<file path="src/msi_pkg.sv">
// Shared constants, codes and types of the MSI line controller.
package msi_pkg;

  localparam int LINES  = 1024;
  localparam int LINE_W = $clog2(LINES);
  localparam int CMD_W  = 3;
  localparam int IDX_W  = 10;
  localparam int ADDR_W = 32;
  localparam int NODE_W = 6;
  localparam int ACT_W  = 3;
  localparam int ERR_W  = 2;
  localparam int ST_W   = 3;
  localparam int QDEPTH = 2;
  localparam int QPTR_W = $clog2(QDEPTH);
  localparam int QCNT_W = $clog2(QDEPTH + 1);

  typedef enum logic [CMD_W-1:0] {
    CMD_LOAD  = 3'd0,
    CMD_STORE = 3'd1,
    CMD_GETS  = 3'd2,
    CMD_GETM  = 3'd3,
    CMD_DATA  = 3'd4,
    CMD_INV   = 3'd5,
    CMD_UPG   = 3'd6
  } msi_cmd_t;

  typedef enum logic [ST_W-1:0] {
    LS_I  = 3'd0,
    LS_S  = 3'd1,
    LS_M  = 3'd2,
    LS_IS = 3'd3,
    LS_IM = 3'd4,
    LS_SM = 3'd5
  } msi_line_t;

  typedef enum logic [ACT_W-1:0] {
    ACT_NONE   = 3'd0,
    ACT_GETS   = 3'd1,
    ACT_GETM   = 3'd2,
    ACT_TOPROC = 3'd3,
    ACT_TONODE = 3'd4,
    ACT_INVACK = 3'd5
  } msi_act_t;

  typedef enum logic [ERR_W-1:0] {
    ERR_OK    = 2'd0,
    ERR_UNEXP = 2'd1,
    ERR_OUTST = 2'd2
  } msi_err_t;

  typedef enum logic [1:0] {
    BK_CLEAR,
    BK_IDLE,
    BK_EXEC
  } msi_bk_state_t;

  // Classified word passed from front to back.
  typedef struct packed {
    msi_cmd_t          cmd;
    logic              is_proc;
    logic [LINE_W-1:0] line;
    logic [ADDR_W-1:0] addr;
    logic [NODE_W-1:0] src;
  } msi_item_t;

endpackage

</file>
<file path="src/msi_if.sv">
// Valid/ready channel interfaces for input and result words.
interface msi_in_if;
  import msi_pkg::*;
  logic              valid;
  logic              ready;
  logic [CMD_W-1:0]  command;
  logic [IDX_W-1:0]  line_index;
  logic [ADDR_W-1:0] address;
  logic [NODE_W-1:0] source_node;

  modport source (output valid, command, line_index, address, source_node, input ready);
  modport sink   (input valid, command, line_index, address, source_node, output ready);
endinterface

interface msi_out_if;
  import msi_pkg::*;
  logic              valid;
  logic              ready;
  logic [ACT_W-1:0]  action;
  logic [ADDR_W-1:0] out_address;
  logic [NODE_W-1:0] dest_node;
  logic              was_miss;
  logic              was_transfer;
  logic [ERR_W-1:0]  error_code;

  modport source (output valid, action, out_address, dest_node, was_miss, was_transfer,
                  error_code, input ready);
  modport sink   (input valid, action, out_address, dest_node, was_miss, was_transfer,
                  error_code, output ready);
endinterface

</file>
<file path="src/msi_coherence_line_controller_core.sv">
// Top level of the MSI coherence line controller.
//
//   port     dir   role                   payload
//   in_ch    sink  load/store/net word    command, line_index, address, source_node
//   out_ch   src   one result per word    action, out_address, dest_node, was_miss,
//                                         was_transfer, error_code
//
// Each word passes two back-end steps: a read of its line state from the
// table, then a write of the new state and a load of the result register;
// the back end takes the next word only once the last one is written.
// After reset a clearing pass sets all 1024 lines to I with in_ch.ready low.
// A two-word queue lets input be taken while a result waits; a stalled
// result holds the back end in its write step.
module msi_coherence_line_controller_core (
  input  logic       clk,
  input  logic       rst_n,
  msi_in_if.sink     in_ch,
  msi_out_if.source  out_ch
);
  import msi_pkg::*;

  logic      q_push;
  logic      q_pop;
  logic      q_full;
  logic      q_valid;
  logic      bk_clearing;
  msi_item_t q_item;
  msi_item_t q_head;

  msi_front u_front (
    .in_ch       (in_ch),
    .bk_clearing (bk_clearing),
    .q_full      (q_full),
    .q_push      (q_push),
    .q_item      (q_item)
  );

  msi_queue u_queue (
    .clk        (clk),
    .rst_n      (rst_n),
    .push       (q_push),
    .push_item  (q_item),
    .pop        (q_pop),
    .full       (q_full),
    .head_valid (q_valid),
    .head       (q_head)
  );

  msi_back u_back (
    .clk         (clk),
    .rst_n       (rst_n),
    .q_valid     (q_valid),
    .q_head      (q_head),
    .q_pop       (q_pop),
    .bk_clearing (bk_clearing),
    .out_ch      (out_ch)
  );

endmodule

</file>
<file path="src/msi_front.sv">
// Front end: accept input words and classify them for the back end.
module msi_front (
  msi_in_if.sink              in_ch,
  input  logic                bk_clearing,
  input  logic                q_full,
  output logic                q_push,
  output msi_pkg::msi_item_t  q_item
);
  import msi_pkg::*;

  msi_cmd_t cmd;

  assign in_ch.ready = !bk_clearing && !q_full;
  assign q_push      = in_ch.valid && in_ch.ready;
  assign cmd         = msi_cmd_t'(in_ch.command);

  always_comb begin
    q_item.cmd     = cmd;
    q_item.is_proc = (cmd == CMD_LOAD) || (cmd == CMD_STORE);
    // line index wraps on the table size
    q_item.line    = in_ch.line_index[LINE_W-1:0];
    q_item.addr    = in_ch.address;
    q_item.src     = in_ch.source_node;
  end

endmodule

</file>
<file path="src/msi_queue.sv">
// Short FIFO that decouples the front end from the back end.
module msi_queue (
  input  logic                clk,
  input  logic                rst_n,
  input  logic                push,
  input  msi_pkg::msi_item_t  push_item,
  input  logic                pop,
  output logic                full,
  output logic                head_valid,
  output msi_pkg::msi_item_t  head
);
  import msi_pkg::*;

  msi_item_t         entry_r [QDEPTH];
  logic [QPTR_W-1:0] wr_ptr_r, wr_ptr_nxt;
  logic [QPTR_W-1:0] rd_ptr_r, rd_ptr_nxt;
  logic [QCNT_W-1:0] count_r, count_nxt;

  assign full       = (count_r == QCNT_W'(QDEPTH));
  assign head_valid = (count_r != '0);
  assign head       = entry_r[rd_ptr_r];

  always_comb begin
    wr_ptr_nxt = wr_ptr_r;
    rd_ptr_nxt = rd_ptr_r;
    count_nxt  = count_r;
    if (push) begin
      wr_ptr_nxt = (wr_ptr_r == QPTR_W'(QDEPTH - 1)) ? '0 : wr_ptr_r + 1'b1;
    end
    if (pop) begin
      rd_ptr_nxt = (rd_ptr_r == QPTR_W'(QDEPTH - 1)) ? '0 : rd_ptr_r + 1'b1;
    end
    if (push && !pop) begin
      count_nxt = count_r + 1'b1;
    end else if (pop && !push) begin
      count_nxt = count_r - 1'b1;
    end
  end

  always_ff @(posedge clk) begin
    if (!rst_n) begin
      wr_ptr_r <= '0;
      rd_ptr_r <= '0;
      count_r  <= '0;
    end else begin
      wr_ptr_r <= wr_ptr_nxt;
      rd_ptr_r <= rd_ptr_nxt;
      count_r  <= count_nxt;
    end
  end

  always_ff @(posedge clk) begin
    if (push) begin
      entry_r[wr_ptr_r] <= push_item;
    end
  end

endmodule

</file>
<file path="src/msi_back.sv">
// Back end: line state table, clearing pass, MSI transitions, result register.
module msi_back (
  input  logic                clk,
  input  logic                rst_n,
  input  logic                q_valid,
  input  msi_pkg::msi_item_t  q_head,
  output logic                q_pop,
  output logic                bk_clearing,
  msi_out_if.source           out_ch
);
  import msi_pkg::*;

  logic [ST_W-1:0]   mem [LINES];
  logic [ST_W-1:0]   rd_data_r;
  logic [LINE_W-1:0] rd_addr;
  logic [LINE_W-1:0] wr_addr;
  logic [ST_W-1:0]   wr_data;
  logic              mem_we;

  msi_bk_state_t     state_r, state_nxt;
  logic [LINE_W-1:0] clr_cnt_r, clr_cnt_nxt;
  msi_item_t         work_r;
  logic              out_free;
  logic              out_load;

  msi_line_t cur_st, next_st;
  msi_act_t  act;
  msi_err_t  err;
  logic      miss;

  logic              out_valid_r;
  logic [ACT_W-1:0]  act_r;
  logic [ADDR_W-1:0] addr_r;
  logic [NODE_W-1:0] dest_r;
  logic              miss_r;
  logic              xfer_r;
  logic [ERR_W-1:0]  err_r;

  assign out_free    = !out_valid_r || out_ch.ready;
  assign bk_clearing = (state_r == BK_CLEAR);
  assign cur_st      = msi_line_t'(rd_data_r);

  // next state
  always_comb begin
    state_nxt   = state_r;
    clr_cnt_nxt = clr_cnt_r;
    case (state_r)
      BK_CLEAR: begin
        clr_cnt_nxt = clr_cnt_r + 1'b1;
        if (clr_cnt_r == LINE_W'(LINES - 1)) begin
          state_nxt = BK_IDLE;
        end
      end
      BK_IDLE: begin
        if (q_valid) begin
          state_nxt = BK_EXEC;
        end
      end
      BK_EXEC: begin
        if (out_free) begin
          state_nxt = BK_IDLE;
        end
      end
      default: state_nxt = BK_CLEAR;
    endcase
  end

  // outputs of the sequencer
  always_comb begin
    q_pop    = 1'b0;
    mem_we   = 1'b0;
    out_load = 1'b0;
    rd_addr  = work_r.line;
    wr_addr  = work_r.line;
    wr_data  = next_st;
    case (state_r)
      BK_CLEAR: begin
        mem_we  = 1'b1;
        wr_addr = clr_cnt_r;
        wr_data = LS_I;
      end
      BK_IDLE: begin
        q_pop   = q_valid;
        rd_addr = q_head.line;
      end
      BK_EXEC: begin
        mem_we   = out_free;
        out_load = out_free;
      end
      default: ;
    endcase
  end

  // protocol transitions
  always_comb begin
    next_st = cur_st;
    act     = ACT_NONE;
    err     = ERR_OK;
    miss    = 1'b0;
    case (cur_st)
      LS_I: begin
        if (work_r.cmd == CMD_LOAD) begin
          act = ACT_GETS; next_st = LS_IS; miss = 1'b1;
        end else if (work_r.cmd == CMD_STORE) begin
          act = ACT_GETM; next_st = LS_IM; miss = 1'b1;
        end else begin
          err = ERR_UNEXP;
        end
      end
      LS_S: begin
        if (work_r.cmd == CMD_LOAD) begin
          act = ACT_TOPROC;
        end else if (work_r.cmd == CMD_STORE) begin
          act = ACT_GETM; next_st = LS_SM;
        end else if (work_r.cmd == CMD_INV) begin
          act = ACT_INVACK; next_st = LS_I;
        end else begin
          err = ERR_UNEXP;
        end
      end
      LS_M: begin
        if (work_r.is_proc) begin
          act = ACT_TOPROC;
        end else if (work_r.cmd == CMD_GETS) begin
          act = ACT_TONODE; next_st = LS_S;
        end else if (work_r.cmd == CMD_GETM || work_r.cmd == CMD_INV) begin
          act = ACT_TONODE; next_st = LS_I;
        end else begin
          err = ERR_UNEXP;
        end
      end
      LS_IS, LS_IM, LS_SM: begin
        if (work_r.is_proc) begin
          err = ERR_OUTST;
        end else if (cur_st == LS_IS && work_r.cmd == CMD_DATA) begin
          act = ACT_TOPROC; next_st = LS_S;
        end else if (cur_st == LS_IM && work_r.cmd == CMD_DATA) begin
          act = ACT_TOPROC; next_st = LS_M;
        end else if (cur_st == LS_SM && work_r.cmd == CMD_INV) begin
          act = ACT_INVACK; next_st = LS_IM;
        end else if (cur_st == LS_SM && work_r.cmd == CMD_UPG) begin
          act = ACT_TOPROC; next_st = LS_M;
        end else begin
          err = ERR_UNEXP;
        end
      end
      default: err = ERR_UNEXP;
    endcase
  end

  // table: one write and one registered read per cycle
  always_ff @(posedge clk) begin
    if (mem_we) begin
      mem[wr_addr] <= wr_data;
    end
    rd_data_r <= mem[rd_addr];
  end

  always_ff @(posedge clk) begin
    if (!rst_n) begin
      state_r     <= BK_CLEAR;
      clr_cnt_r   <= '0;
      out_valid_r <= 1'b0;
    end else begin
      state_r   <= state_nxt;
      clr_cnt_r <= clr_cnt_nxt;
      if (out_load) begin
        out_valid_r <= 1'b1;
      end else if (out_ch.ready) begin
        out_valid_r <= 1'b0;
      end
    end
  end

  always_ff @(posedge clk) begin
    if (q_pop) begin
      work_r <= q_head;
    end
    if (out_load) begin
      act_r  <= act;
      addr_r <= (act != ACT_NONE) ? work_r.addr : '0;
      dest_r <= (act == ACT_TONODE) ? work_r.src : '0;
      miss_r <= miss;
      xfer_r <= (act == ACT_TONODE);
      err_r  <= err;
    end
  end

  assign out_ch.valid        = out_valid_r;
  assign out_ch.action       = act_r;
  assign out_ch.out_address  = addr_r;
  assign out_ch.dest_node    = dest_r;
  assign out_ch.was_miss     = miss_r;
  assign out_ch.was_transfer = xfer_r;
  assign out_ch.error_code   = err_r;

endmodule

</file>
<file path="src/flat_wrapper.sv">
// flat-port wrapper written by rule: the top's interface ports become plain ports
module msi_coherence_line_controller_core_flat import msi_pkg::*;
  (clk, rst_n, in_ch_valid, in_ch_command, in_ch_line_index, in_ch_address, in_ch_source_node, in_ch_ready, out_ch_valid, out_ch_action, out_ch_out_address, out_ch_dest_node, out_ch_was_miss, out_ch_was_transfer, out_ch_error_code, out_ch_ready);
  msi_in_if in_ch_i ();
  msi_out_if out_ch_i ();
  input  logic clk;
  input  logic rst_n;
  input wire logic [$bits(in_ch_i.valid)-1:0] in_ch_valid;
  input wire logic [$bits(in_ch_i.command)-1:0] in_ch_command;
  input wire logic [$bits(in_ch_i.line_index)-1:0] in_ch_line_index;
  input wire logic [$bits(in_ch_i.address)-1:0] in_ch_address;
  input wire logic [$bits(in_ch_i.source_node)-1:0] in_ch_source_node;
  output wire logic [$bits(in_ch_i.ready)-1:0] in_ch_ready;
  output wire logic [$bits(out_ch_i.valid)-1:0] out_ch_valid;
  output wire logic [$bits(out_ch_i.action)-1:0] out_ch_action;
  output wire logic [$bits(out_ch_i.out_address)-1:0] out_ch_out_address;
  output wire logic [$bits(out_ch_i.dest_node)-1:0] out_ch_dest_node;
  output wire logic [$bits(out_ch_i.was_miss)-1:0] out_ch_was_miss;
  output wire logic [$bits(out_ch_i.was_transfer)-1:0] out_ch_was_transfer;
  output wire logic [$bits(out_ch_i.error_code)-1:0] out_ch_error_code;
  input wire logic [$bits(out_ch_i.ready)-1:0] out_ch_ready;
  assign in_ch_i.valid = in_ch_valid;
  assign in_ch_i.command = in_ch_command;
  assign in_ch_i.line_index = in_ch_line_index;
  assign in_ch_i.address = in_ch_address;
  assign in_ch_i.source_node = in_ch_source_node;
  assign in_ch_ready = in_ch_i.ready;
  assign out_ch_valid = out_ch_i.valid;
  assign out_ch_action = out_ch_i.action;
  assign out_ch_out_address = out_ch_i.out_address;
  assign out_ch_dest_node = out_ch_i.dest_node;
  assign out_ch_was_miss = out_ch_i.was_miss;
  assign out_ch_was_transfer = out_ch_i.was_transfer;
  assign out_ch_error_code = out_ch_i.error_code;
  assign out_ch_i.ready = out_ch_ready;
  msi_coherence_line_controller_core u_core (.clk(clk), .rst_n(rst_n), .in_ch(in_ch_i), .out_ch(out_ch_i));
endmodule
</file>
<file path="config.mk">
export PLATFORM = sky130hd
export DESIGN_NAME = msi_coherence_line_controller_core_flat
export DESIGN_NICKNAME = d
export VERILOG_FILES = /design/src/msi_pkg.sv /design/src/msi_if.sv /design/src/msi_coherence_line_controller_core.sv /design/src/msi_front.sv /design/src/msi_queue.sv /design/src/msi_back.sv /design/src/flat_wrapper.sv
export SDC_FILE = /design/constraint.sdc
export NUM_CORES = 2
export LEC_CHECK = 0
export ABC_AREA = 1
export ABC_CLOCK_PERIOD_IN_PS = 57600
export BUFFER_PORTS_ARGS = -buffer_cell sky130_fd_sc_hd__buf_4
export CAP_MARGIN = 10
export CORE_UTILIZATION = 63
export CTS_BUF_LIST = sky130_fd_sc_hd__clkbuf_8 sky130_fd_sc_hd__clkbuf_16
export DETAILED_ROUTE_END_ITERATION = 6
export PLACE_DENSITY_LB_ADDON = 0.1
export SLEW_MARGIN = 5
export SYNTH_ARGS = -nofsm -noshare
export SYNTH_HDL_FRONTEND = slang
export SYNTH_HIERARCHICAL = 1
export SYNTH_SLANG_ARGS = --single-unit
export TNS_END_PERCENT = 100
</file>
<file path="constraint.sdc">
create_clock -name clk -period 57.6 [get_ports clk]
set_input_delay 5.76 -clock clk [delete_from_list [all_inputs] [get_ports clk]]
set_output_delay 5.76 -clock clk [all_outputs]
set_load 0.005 [all_outputs]
</file>
Word level (Yosys, flattened, before mapping). Memory sizes are Yosys's and may differ from the RTL's. A register that Yosys moved wholly into a read port is not among the register bits. Cells that the tools add are included.

Bits in registers: 114. Memories: 2. Output and inout bits: 47. RAM bits: 3176. Logic and storage cells: 136. Input port bits: 55.

Add/subtract/negate cells: 5. Equal/unequal tests: 20. Reduce and logical (&&, ||, !) cells: 26. Mux-type cells: 66.

Memory list: u_core.u_back.mem (depth 1024, width 3, rd ports 1, clocked after Yosys merged registers in 1, wr ports 1, line msi_back.sv:13) `logic [ST_W-1:0] mem [LINES];`; u_core.u_queue.entry_r (depth 2, width 52, rd ports 1, clocked after Yosys merged registers in 1, wr ports 1, line msi_queue.sv:14) `msi_item_t entry_r [QDEPTH];`.

Operators by type and width (count): two-way mux 3 bit (24); two-way mux 1 bit (26); case mux 3 bit (4 select lines) (2); two-way mux 10 bit (2); equality test 3 bit, second input constant (6); two-way mux 2 bit (9); equality test 3 x 2 -> 1 bit, second input constant (4); adder 10 x 1 -> 10 bit, second input constant (1); equality test 10 bit, second input constant (1); equality test 3 x 1 -> 1 bit, second input constant (3); logical NOT 3 bit (3); logical AND 1 bit (8); case mux 2 bit (4 select lines) (1); inequality test 2 bit, second input constant (3); case mux 2 bit (3 select lines) (1); nonzero test 2 bit (3); logical NOT 1 bit (5); equality test 2 bit, second input constant (2); logical OR 1 bit (3); AND reduction 3 bit (1); nonzero test 3 bit (1); OR reduction 3 bit (1); adder 1 bit, second input constant (2); adder 2 x 1 -> 2 bit, second input constant (1); 4 further kinds (4).

Depth between registers and ports, before layout.
Word-level depth: 9. Mapped depth: 21. Depth with buffers taken out: 16.

By module. Netlist, hierarchy kept.

Modules (own cells, without submodules): msi_back (sequential area each 95481.6 um^2, cells an instance 12962, area an instance 138191.3 um^2, times used 1); msi_queue (sequential area each 3223.1 um^2, cells an instance 197, area an instance 4235.3 um^2, times used 1); msi_front (sequential area each 0.0 um^2, cells an instance 58, area an instance 414.1 um^2, times used 1).

Worst setup path after synthesis. No wires, ideal clock.

Path type: register -> register. Start point: reg u_core/u_back/work_r[49] (netlist name). End point: mem u_core.u_back.mem[0][0], data pin. Arrival time: 42.415 ns. Period minus slack after synthesis: 50.754 ns. Buffers on the path: 0. Setup slack: 6.846 ns. Stages on the path, launching flop included: 13. Data required time: 49.261 ns. Setup time: 8.339 ns. Cells stage by stage: edfxtp_1 -> inv_1 -> nor2_1 -> inv_1 -> nor2_1 -> inv_1 -> nor2_1 -> nor3_1 -> nand2_1 -> nand2_1 -> a2bb2oi_1 -> nor3_1 -> a211oi_1.

Cells in the longest elaborated chain, start to end: 9. Elaborated cells between the ends (all ways): 27. Those cells by class: 6 x eq/ne; 15 x mux; 6 x reduce/logical.

RTL lines: start: declaration (line msi_back.sv:22) `msi_item_t work_r;`; start signal: assignment (line msi_back.sv:177) `work_r <= q_head;`; equality test 3 bit (line msi_back.sv:141) `end else if (cur_st == LS_SM && work_r.cmd == CMD_UPG) begin`; logical AND 1 bit (line msi_back.sv:141); two-way mux 3 bit (line msi_back.sv:141); two-way mux 3 bit (line msi_back.sv:139) `end else if (cur_st == LS_SM && work_r.cmd == CMD_INV) begin`; two-way mux 3 bit (line msi_back.sv:137) `end else if (cur_st == LS_IM && work_r.cmd == CMD_DATA) begin`; two-way mux 3 bit (line msi_back.sv:135) `end else if (cur_st == LS_IS && work_r.cmd == CMD_DATA) begin`; two-way mux 3 bit (line msi_back.sv:133) `if (work_r.is_proc) begin`; case mux 3 bit (4 select lines) (*) (line msi_back.sv:100) `case (cur_st)`; two-way mux 3 bit (*) (line msi_back.sv:76) `case (state_r)`; named net u_core.u_back.wr_data[0] (line msi_back.sv:17) `logic [ST_W-1:0] wr_data;`; end: declaration (line msi_back.sv:13).

Mark *: on every way through the listed nets, which the timed path passes. The rest lies on a longest branch.

Worst setup path after layout.
Start point: in out_ch_ready. End point: mem u_core.u_back.mem[106][2] (enable).

Cells in the longest elaborated chain, start to end: 4.

RTL lines: start: declaration (line flat_wrapper.sv:21) `input wire logic [$bits(out_ch_i.ready)-1:0] out_ch_ready;`; logical OR 1 bit (line msi_back.sv:39) `assign out_free = !out_valid_r || out_ch.ready;`; case mux 1 bit (2 select lines) (line msi_back.sv:76); two-way mux 1 bit (line msi_back.sv:153) `if (mem_we) begin`; two-way mux 1 bit (not written as such) (line msi_back.sv:154) `mem[wr_addr] <= wr_data;`.

Every way passes these cells.

==> report_table.html <==
<table>
<tr><th>Metric</th><th>Value</th></tr>
<tr><th colspan="2">Outcome</th></tr>
<tr><td>Result of the run</td><td>finished, violations left</td></tr>
<tr><td>Violated checks</td><td>DRC</td></tr>
<tr><th colspan="2">Die</th></tr>
<tr><td>Initial cell density of the core</td><td>0.6345</td></tr>
<tr><td>Ports placed on the boundary</td><td>about 100</td></tr>
<tr><td>Y dimension of the die</td><td>roughly 480 um</td></tr>
<tr><td>Number of rows in the core area</td><td>between 150 and 200</td></tr>
<tr><td>Die outline area</td><td>228600 um2</td></tr>
<tr><td>Die width</td><td>around 480 um</td></tr>
<tr><td>Placeable core region</td><td>between 200000 and 250000 um2</td></tr>
<tr><th colspan="2">Power</th></tr>
<tr><td>Leakage</td><td>slightly below 60 nW</td></tr>
<tr><td>Power consumption</td><td>approximately 0.0047 W</td></tr>
<tr><td>Combinational cell fraction of total power</td><td>0.004</td></tr>
<tr><td>Power per standard cell area</td><td>slightly above 30 nW/um2</td></tr>
<tr><td>Net switching fraction of the power</td><td>0.1893</td></tr>
<tr><td>Portion of total power attributed to sequential cells</td><td>0.553</td></tr>
<tr><td>Worst IR drop on VDD</td><td>between 0.03 and 0.04 mV</td></tr>
<tr><td>Internal power</td><td>0.003805 W</td></tr>
<tr><td>Net switching power</td><td>0.0008882 W</td></tr>
<tr><td>Clock network fraction of total power</td><td>0.442</td></tr>
<tr><th colspan="2">Logic synthesis</th></tr>
<tr><td>Total of flip-flops plus latches after synthesis</td><td>approximately 3300</td></tr>
<tr><td>Syn avg cell area</td><td>~11 um2</td></tr>
<tr><td>Synthesized netlist cell count</td><td>roughly 13000</td></tr>
<tr><td>Dominant cell type by area after synthesis</td><td>edfxtp_1</td></tr>
<tr><td>Sequential fraction of the synthesis area</td><td>0.6910</td></tr>
<tr><td>Most area-consuming cells after synthesis</td><td>edfxtp_1 69%, nand2_1 8.7%, nand3_1 8.1%</td></tr>
<tr><td>Share of the synthesized area in the top cell type</td><td>0.6881</td></tr>
<tr><td>Net count after synthesis</td><td>approximately 13000</td></tr>
<tr><td>Synth Warn #</td><td>6</td></tr>
<tr><td>Synth Cell Area</td><td>142800 um2</td></tr>
<tr><td>Yosys cell types</td><td>41</td></tr>
<tr><th colspan="2">Timing</th></tr>
<tr><td>Period utilization</td><td>0.1486</td></tr>
<tr><td>Max-slew violation count</td><td>0</td></tr>
<tr><td>Post-route minimum period</td><td>between 8 and 9 ns</td></tr>
<tr><td>Count of final hold-check violations</td><td>0</td></tr>
<tr><td>Total setup violations reported at the end of the flow</td><td>0</td></tr>
<tr><td>Slew @ Worst Pin</td><td>between 1 and 1.5 ns</td></tr>
<tr><td>Final hold slack</td><td>between 0.5 and 0.6 ns</td></tr>
<tr><td>Maximum achievable frequency</td><td>around 0.12 GHz</td></tr>
<tr><td>Rel. slew slack</td><td>0.1293</td></tr>
<tr><td>Worst path setup slack after routing</td><td>49.04 ns</td></tr>
<tr><td>Final TNS setup</td><td>0 ns</td></tr>
<tr><td>RSZ-0062 raised after global routing</td><td>no</td></tr>
<tr><td>Worst Clk Skew</td><td>0.03522 ns</td></tr>
<tr><th colspan="2">Finish</th></tr>
<tr><td>Most common library cell in the layout ignoring fill and taps</td><td>nand2_1</td></tr>
<tr><td>Fill count</td><td>between 15000 and 20000</td></tr>
<tr><td>Post-synthesis to final-layout area growth</td><td>8.211%</td></tr>
<tr><td>Share of cells above drive strength 1</td><td>0.06260</td></tr>
<tr><td>Post-layout nets</td><td>roughly 13000</td></tr>
<tr><td>FF/Latch Area</td><td>98710 um2</td></tr>
<tr><td>Total area of multi-input combinational cells</td><td>~34000 um2</td></tr>
<tr><td>Top library cells by usage in the layout, fill and taps aside</td><td>3285 x nand2_1, 3273 x edfxtp_1, 2302 x nand3_1, 1607 x inv_1, 1140 x nor2_1</td></tr>
<tr><td>Finished Core Util</td><td>0.6866</td></tr>
<tr><th colspan="2">Detailed routing</th></tr>
<tr><td>Total wire length after detailed routing</td><td>approximately 360000 um</td></tr>
<tr><td>Vias per cell</td><td>5.963</td></tr>
<tr><td>DRC violations left</td><td>2</td></tr>
<tr><td>Routed Antenna Nets</td><td>0</td></tr>
<tr><td>Vias after detailed routing</td><td>~96000</td></tr>
<tr><td>Initial DRC Count</td><td>about 12000</td></tr>
<tr><td>Post-DR wirelength/cell</td><td>approximately 23 um</td></tr>
<tr><td>Drt pass-1 iters</td><td>7</td></tr>
<tr><th colspan="2">Setup path</th></tr>
<tr><td>Critical path fanouts, max</td><td>35</td></tr>
<tr><td>Series of cell instances along the critical path</td><td>buf_4, nor2_1, nor3_2, buf_4, nor2_1, inv_2, buf_4, nand3_4, nor2_1</td></tr>
<tr><td>Buffer and inverter count on the worst path</td><td>4</td></tr>
<tr><td>Worst setup path class</td><td>in2reg</td></tr>
<tr><td>Crit-path leading delay family</td><td>simple AND/OR/NAND/NOR gates</td></tr>
<tr><td>R2R depth</td><td>20</td></tr>
<tr><td>Data required time of the worst path</td><td>between 50 and 60 ns</td></tr>
<tr><td>Startpoint of the most critical register-to-register path</td><td>u_core/u_back/state_r[1]</td></tr>
<tr><td>Crit path max-delay cell type</td><td>nand3_4</td></tr>
<tr><td>Crit end category</td><td>flop</td></tr>
<tr><td>Internal reg-to-reg setup slack</td><td>~50 ns</td></tr>
<tr><td>Endpoint of the worst-slack reg-to-reg timing path</td><td>u_core/u_back/cur_st[1]</td></tr>
<tr><td>Crit path DAT</td><td>9.16 ns</td></tr>
<tr><td>Worst stage delay on the critical path</td><td>1.00 ns</td></tr>
<tr><td>Type of origin of the critical path</td><td>input pin</td></tr>
<tr><th colspan="2">CTS</th></tr>
<tr><td>Root buffer cell</td><td>clkbuf_16</td></tr>
<tr><td>TritonCTS clock tree</td><td>done</td></tr>
<tr><td>Worst-path clk slew</td><td>roughly 0.060 ns</td></tr>
<tr><td>Post-CTS setup repair buffer count</td><td>0</td></tr>
<tr><td>Number of clock buffers inserted by TritonCTS</td><td>around 350</td></tr>
<tr><td>PostCTS Resize Cnt</td><td>0</td></tr>
<tr><td>Clk_lat worst skew</td><td>approximately 0.95 ns</td></tr>
<tr><td>Hold-fix buffers at CTS</td><td>0</td></tr>
<tr><td>Clock Tree Buf Depth</td><td>4</td></tr>
<tr><td>Number of sinks handled by clock tree synthesis</td><td>3294</td></tr>
<tr><td># H-tree levels</td><td>5</td></tr>
<tr><th colspan="2">Global routing</th></tr>
<tr><td>Remaining Overflow, GRT</td><td>0</td></tr>
<tr><td>Vias in the first global route</td><td>approximately 94000</td></tr>
<tr><td>Aggregate global-route resource usage</td><td>0.3173</td></tr>
<tr><td>Initial antenna violation count</td><td>11</td></tr>
<tr><td>Maximum number of pins on one net before global-route repair</td><td>~260</td></tr>
<tr><td>First-pass GRT wire length</td><td>about 550000 um</td></tr>
<tr><th colspan="2">Min path</th></tr>
<tr><td>Worst Hold Class</td><td>reg2reg</td></tr>
<tr><td>Origin of the worst min-delay path</td><td>u_core/u_back/work_r[37]</td></tr>
<tr><td>Number of stages on the worst hold path</td><td>2</td></tr>
<tr><td>Worst Hold Path EP</td><td>u_core/u_back/out_ch.out_address[31]</td></tr>
<tr><th colspan="2">Placement</th></tr>
<tr><td>Gp weighted congestion</td><td>~0.89</td></tr>
<tr><td>Post-placement worst setup slack</td><td>slightly below 50 ns</td></tr>
<tr><td>Port bufs</td><td>about 100</td></tr>
<tr><td>DP HPWL</td><td>196600 um</td></tr>
<tr><th colspan="2">Job</th></tr>
<tr><td>Maxcap violations</td><td>0</td></tr>
</table>
Yosys cell counts:
cell and number:
edfxtp_1 3273, mux2_4 50, ha_1 2, a21oi_1 74, buf_12 5, buf_1 65
o21ai_1 6, o211ai_1 378, nor2_1 1144, o21ai_0 115, nor2_2 1, o41ai_1 1
or2_2 1, nand3b_1 1, a2111oi_0 1, buf_4 70, o32ai_1 1, a211oi_1 3
clkinv_1 1, and3_1 1, or3_1 1, dfxtp_1 21, inv_1 1524, a2bb2oi_1 1
nand2_1 3312, buf_2 470, nand3_1 2315, nand4_1 2, a31oi_1 3, nand2_4 1
mux2_2 2, buf_6 82, nor2_8 1, nand2_2 8, clkbuf_1 239, inv_2 5
o21a_1 1, o21ai_2 1, buf_8 3, or2_0 2, nor3_1 30
through the flow:
step | instance area (um2) | instances
2_1_floorplan | 142800 | 13217
3_5_place_dp | 144000 | 15523
3_3_place_gp | 144000 | 15523
5_1_grt | 154600 | 16126
6_report | 154600 | 16133
4_1_cts | 154500 | 16124
how the worst max path moves through the flow:
stage	startpoint	endpoint	slack, ns	cells after the start
2_1_floorplan	u_core/u_back/work_r[49]	u_core/u_back/mem[0][0]	6.85	12
3_3_place_gp	out_ch_ready	u_core/u_back/mem[362][0]	48.27	9
3_5_place_dp	out_ch_ready	u_core/u_back/mem[106][1]	48.15	9
4_1_cts	out_ch_ready	u_core/u_back/mem[106][1]	49.17	9
5_1_grt	out_ch_ready	u_core/u_back/mem[827][0]	48.94	9
6_report	out_ch_ready	u_core/u_back/mem[106][2]	49.04	9
kinds of logic after synthesis:
group,share of synthesized area
buffers and inverters,0.07582
AO/OA/AOI/OAI,0.02735
adder cells (fa/ha/maj),0.0001752
flip-flops,0.6910
multiplexers,0.005413
AND/OR/NAND/NOR,0.2002
routing by layer:
metal / share of wire / track usage / up-vias
met2: 0.48 / 0.5180 / 4939
met3: 0.10 / 0.05148 / 831
li1: - / - / 43802
met4: 0.041 / 0.1324 / 0
met5: 0 / 0 / -
met1: 0.38 / 0.4265 / 46633
state kept, by name, indices dropped and copies added, names as in the netlist, named ones only:
name,flops
u_core/u_back/mem,3072
u_core/u_queue/entry_r,104
u_core/u_back/work_r,52
u_core/u_back/out_ch.out_address,32
u_core/u_back/clr_cnt_r,10
u_core/u_back/out_ch.dest_node,6
u_core/u_back/cur_st,3
u_core/u_back/out_ch.action,3
u_core/u_back/out_ch.error_code,2
u_core/u_back/state_r,2
u_core/u_queue/count_r,2
u_core/u_back/out_ch.valid,1
u_core/u_back/out_ch.was_miss,1
u_core/u_back/out_ch.was_transfer,1
u_core/u_queue/rd_ptr_r,1
u_core/u_queue/wr_ptr_r,1
worst register-to-register path, delay by kind of cell, from the launching register on:
family,cells,cell delay (ns)
buffers and inverters,6,3.87
flip-flops,1,0.43
AND/OR/NAND/NOR,14,3.22
cell type report:
class                   count  area share
clock buffers             357     0.05772
diodes                      9   0.0001457
repair buffers            248     0.01302
multi-input cells        7459      0.2187
clock inverters           244     0.01028
flip-flops and latches   3294      0.6386
inverters                1530     0.03732
well taps                2992     0.02422
power by group through the flow:
stage / combinational (W) / sequential [W] / clock, W
global route: 0.0000203 / 0.00260 / 0.00219
CTS: 0.0000196 / 0.00260 / 0.00210
detailed placement: 0.0000196 / 0.00265 / 0
global placement: 0.0000191 / 0.00265 / 0
finish: 0.0000199 / 0.00260 / 0.00208
floorplan: 0.00000855 / 0.00265 / 0
Note: power is estimated with default switching activity, not from simulation.
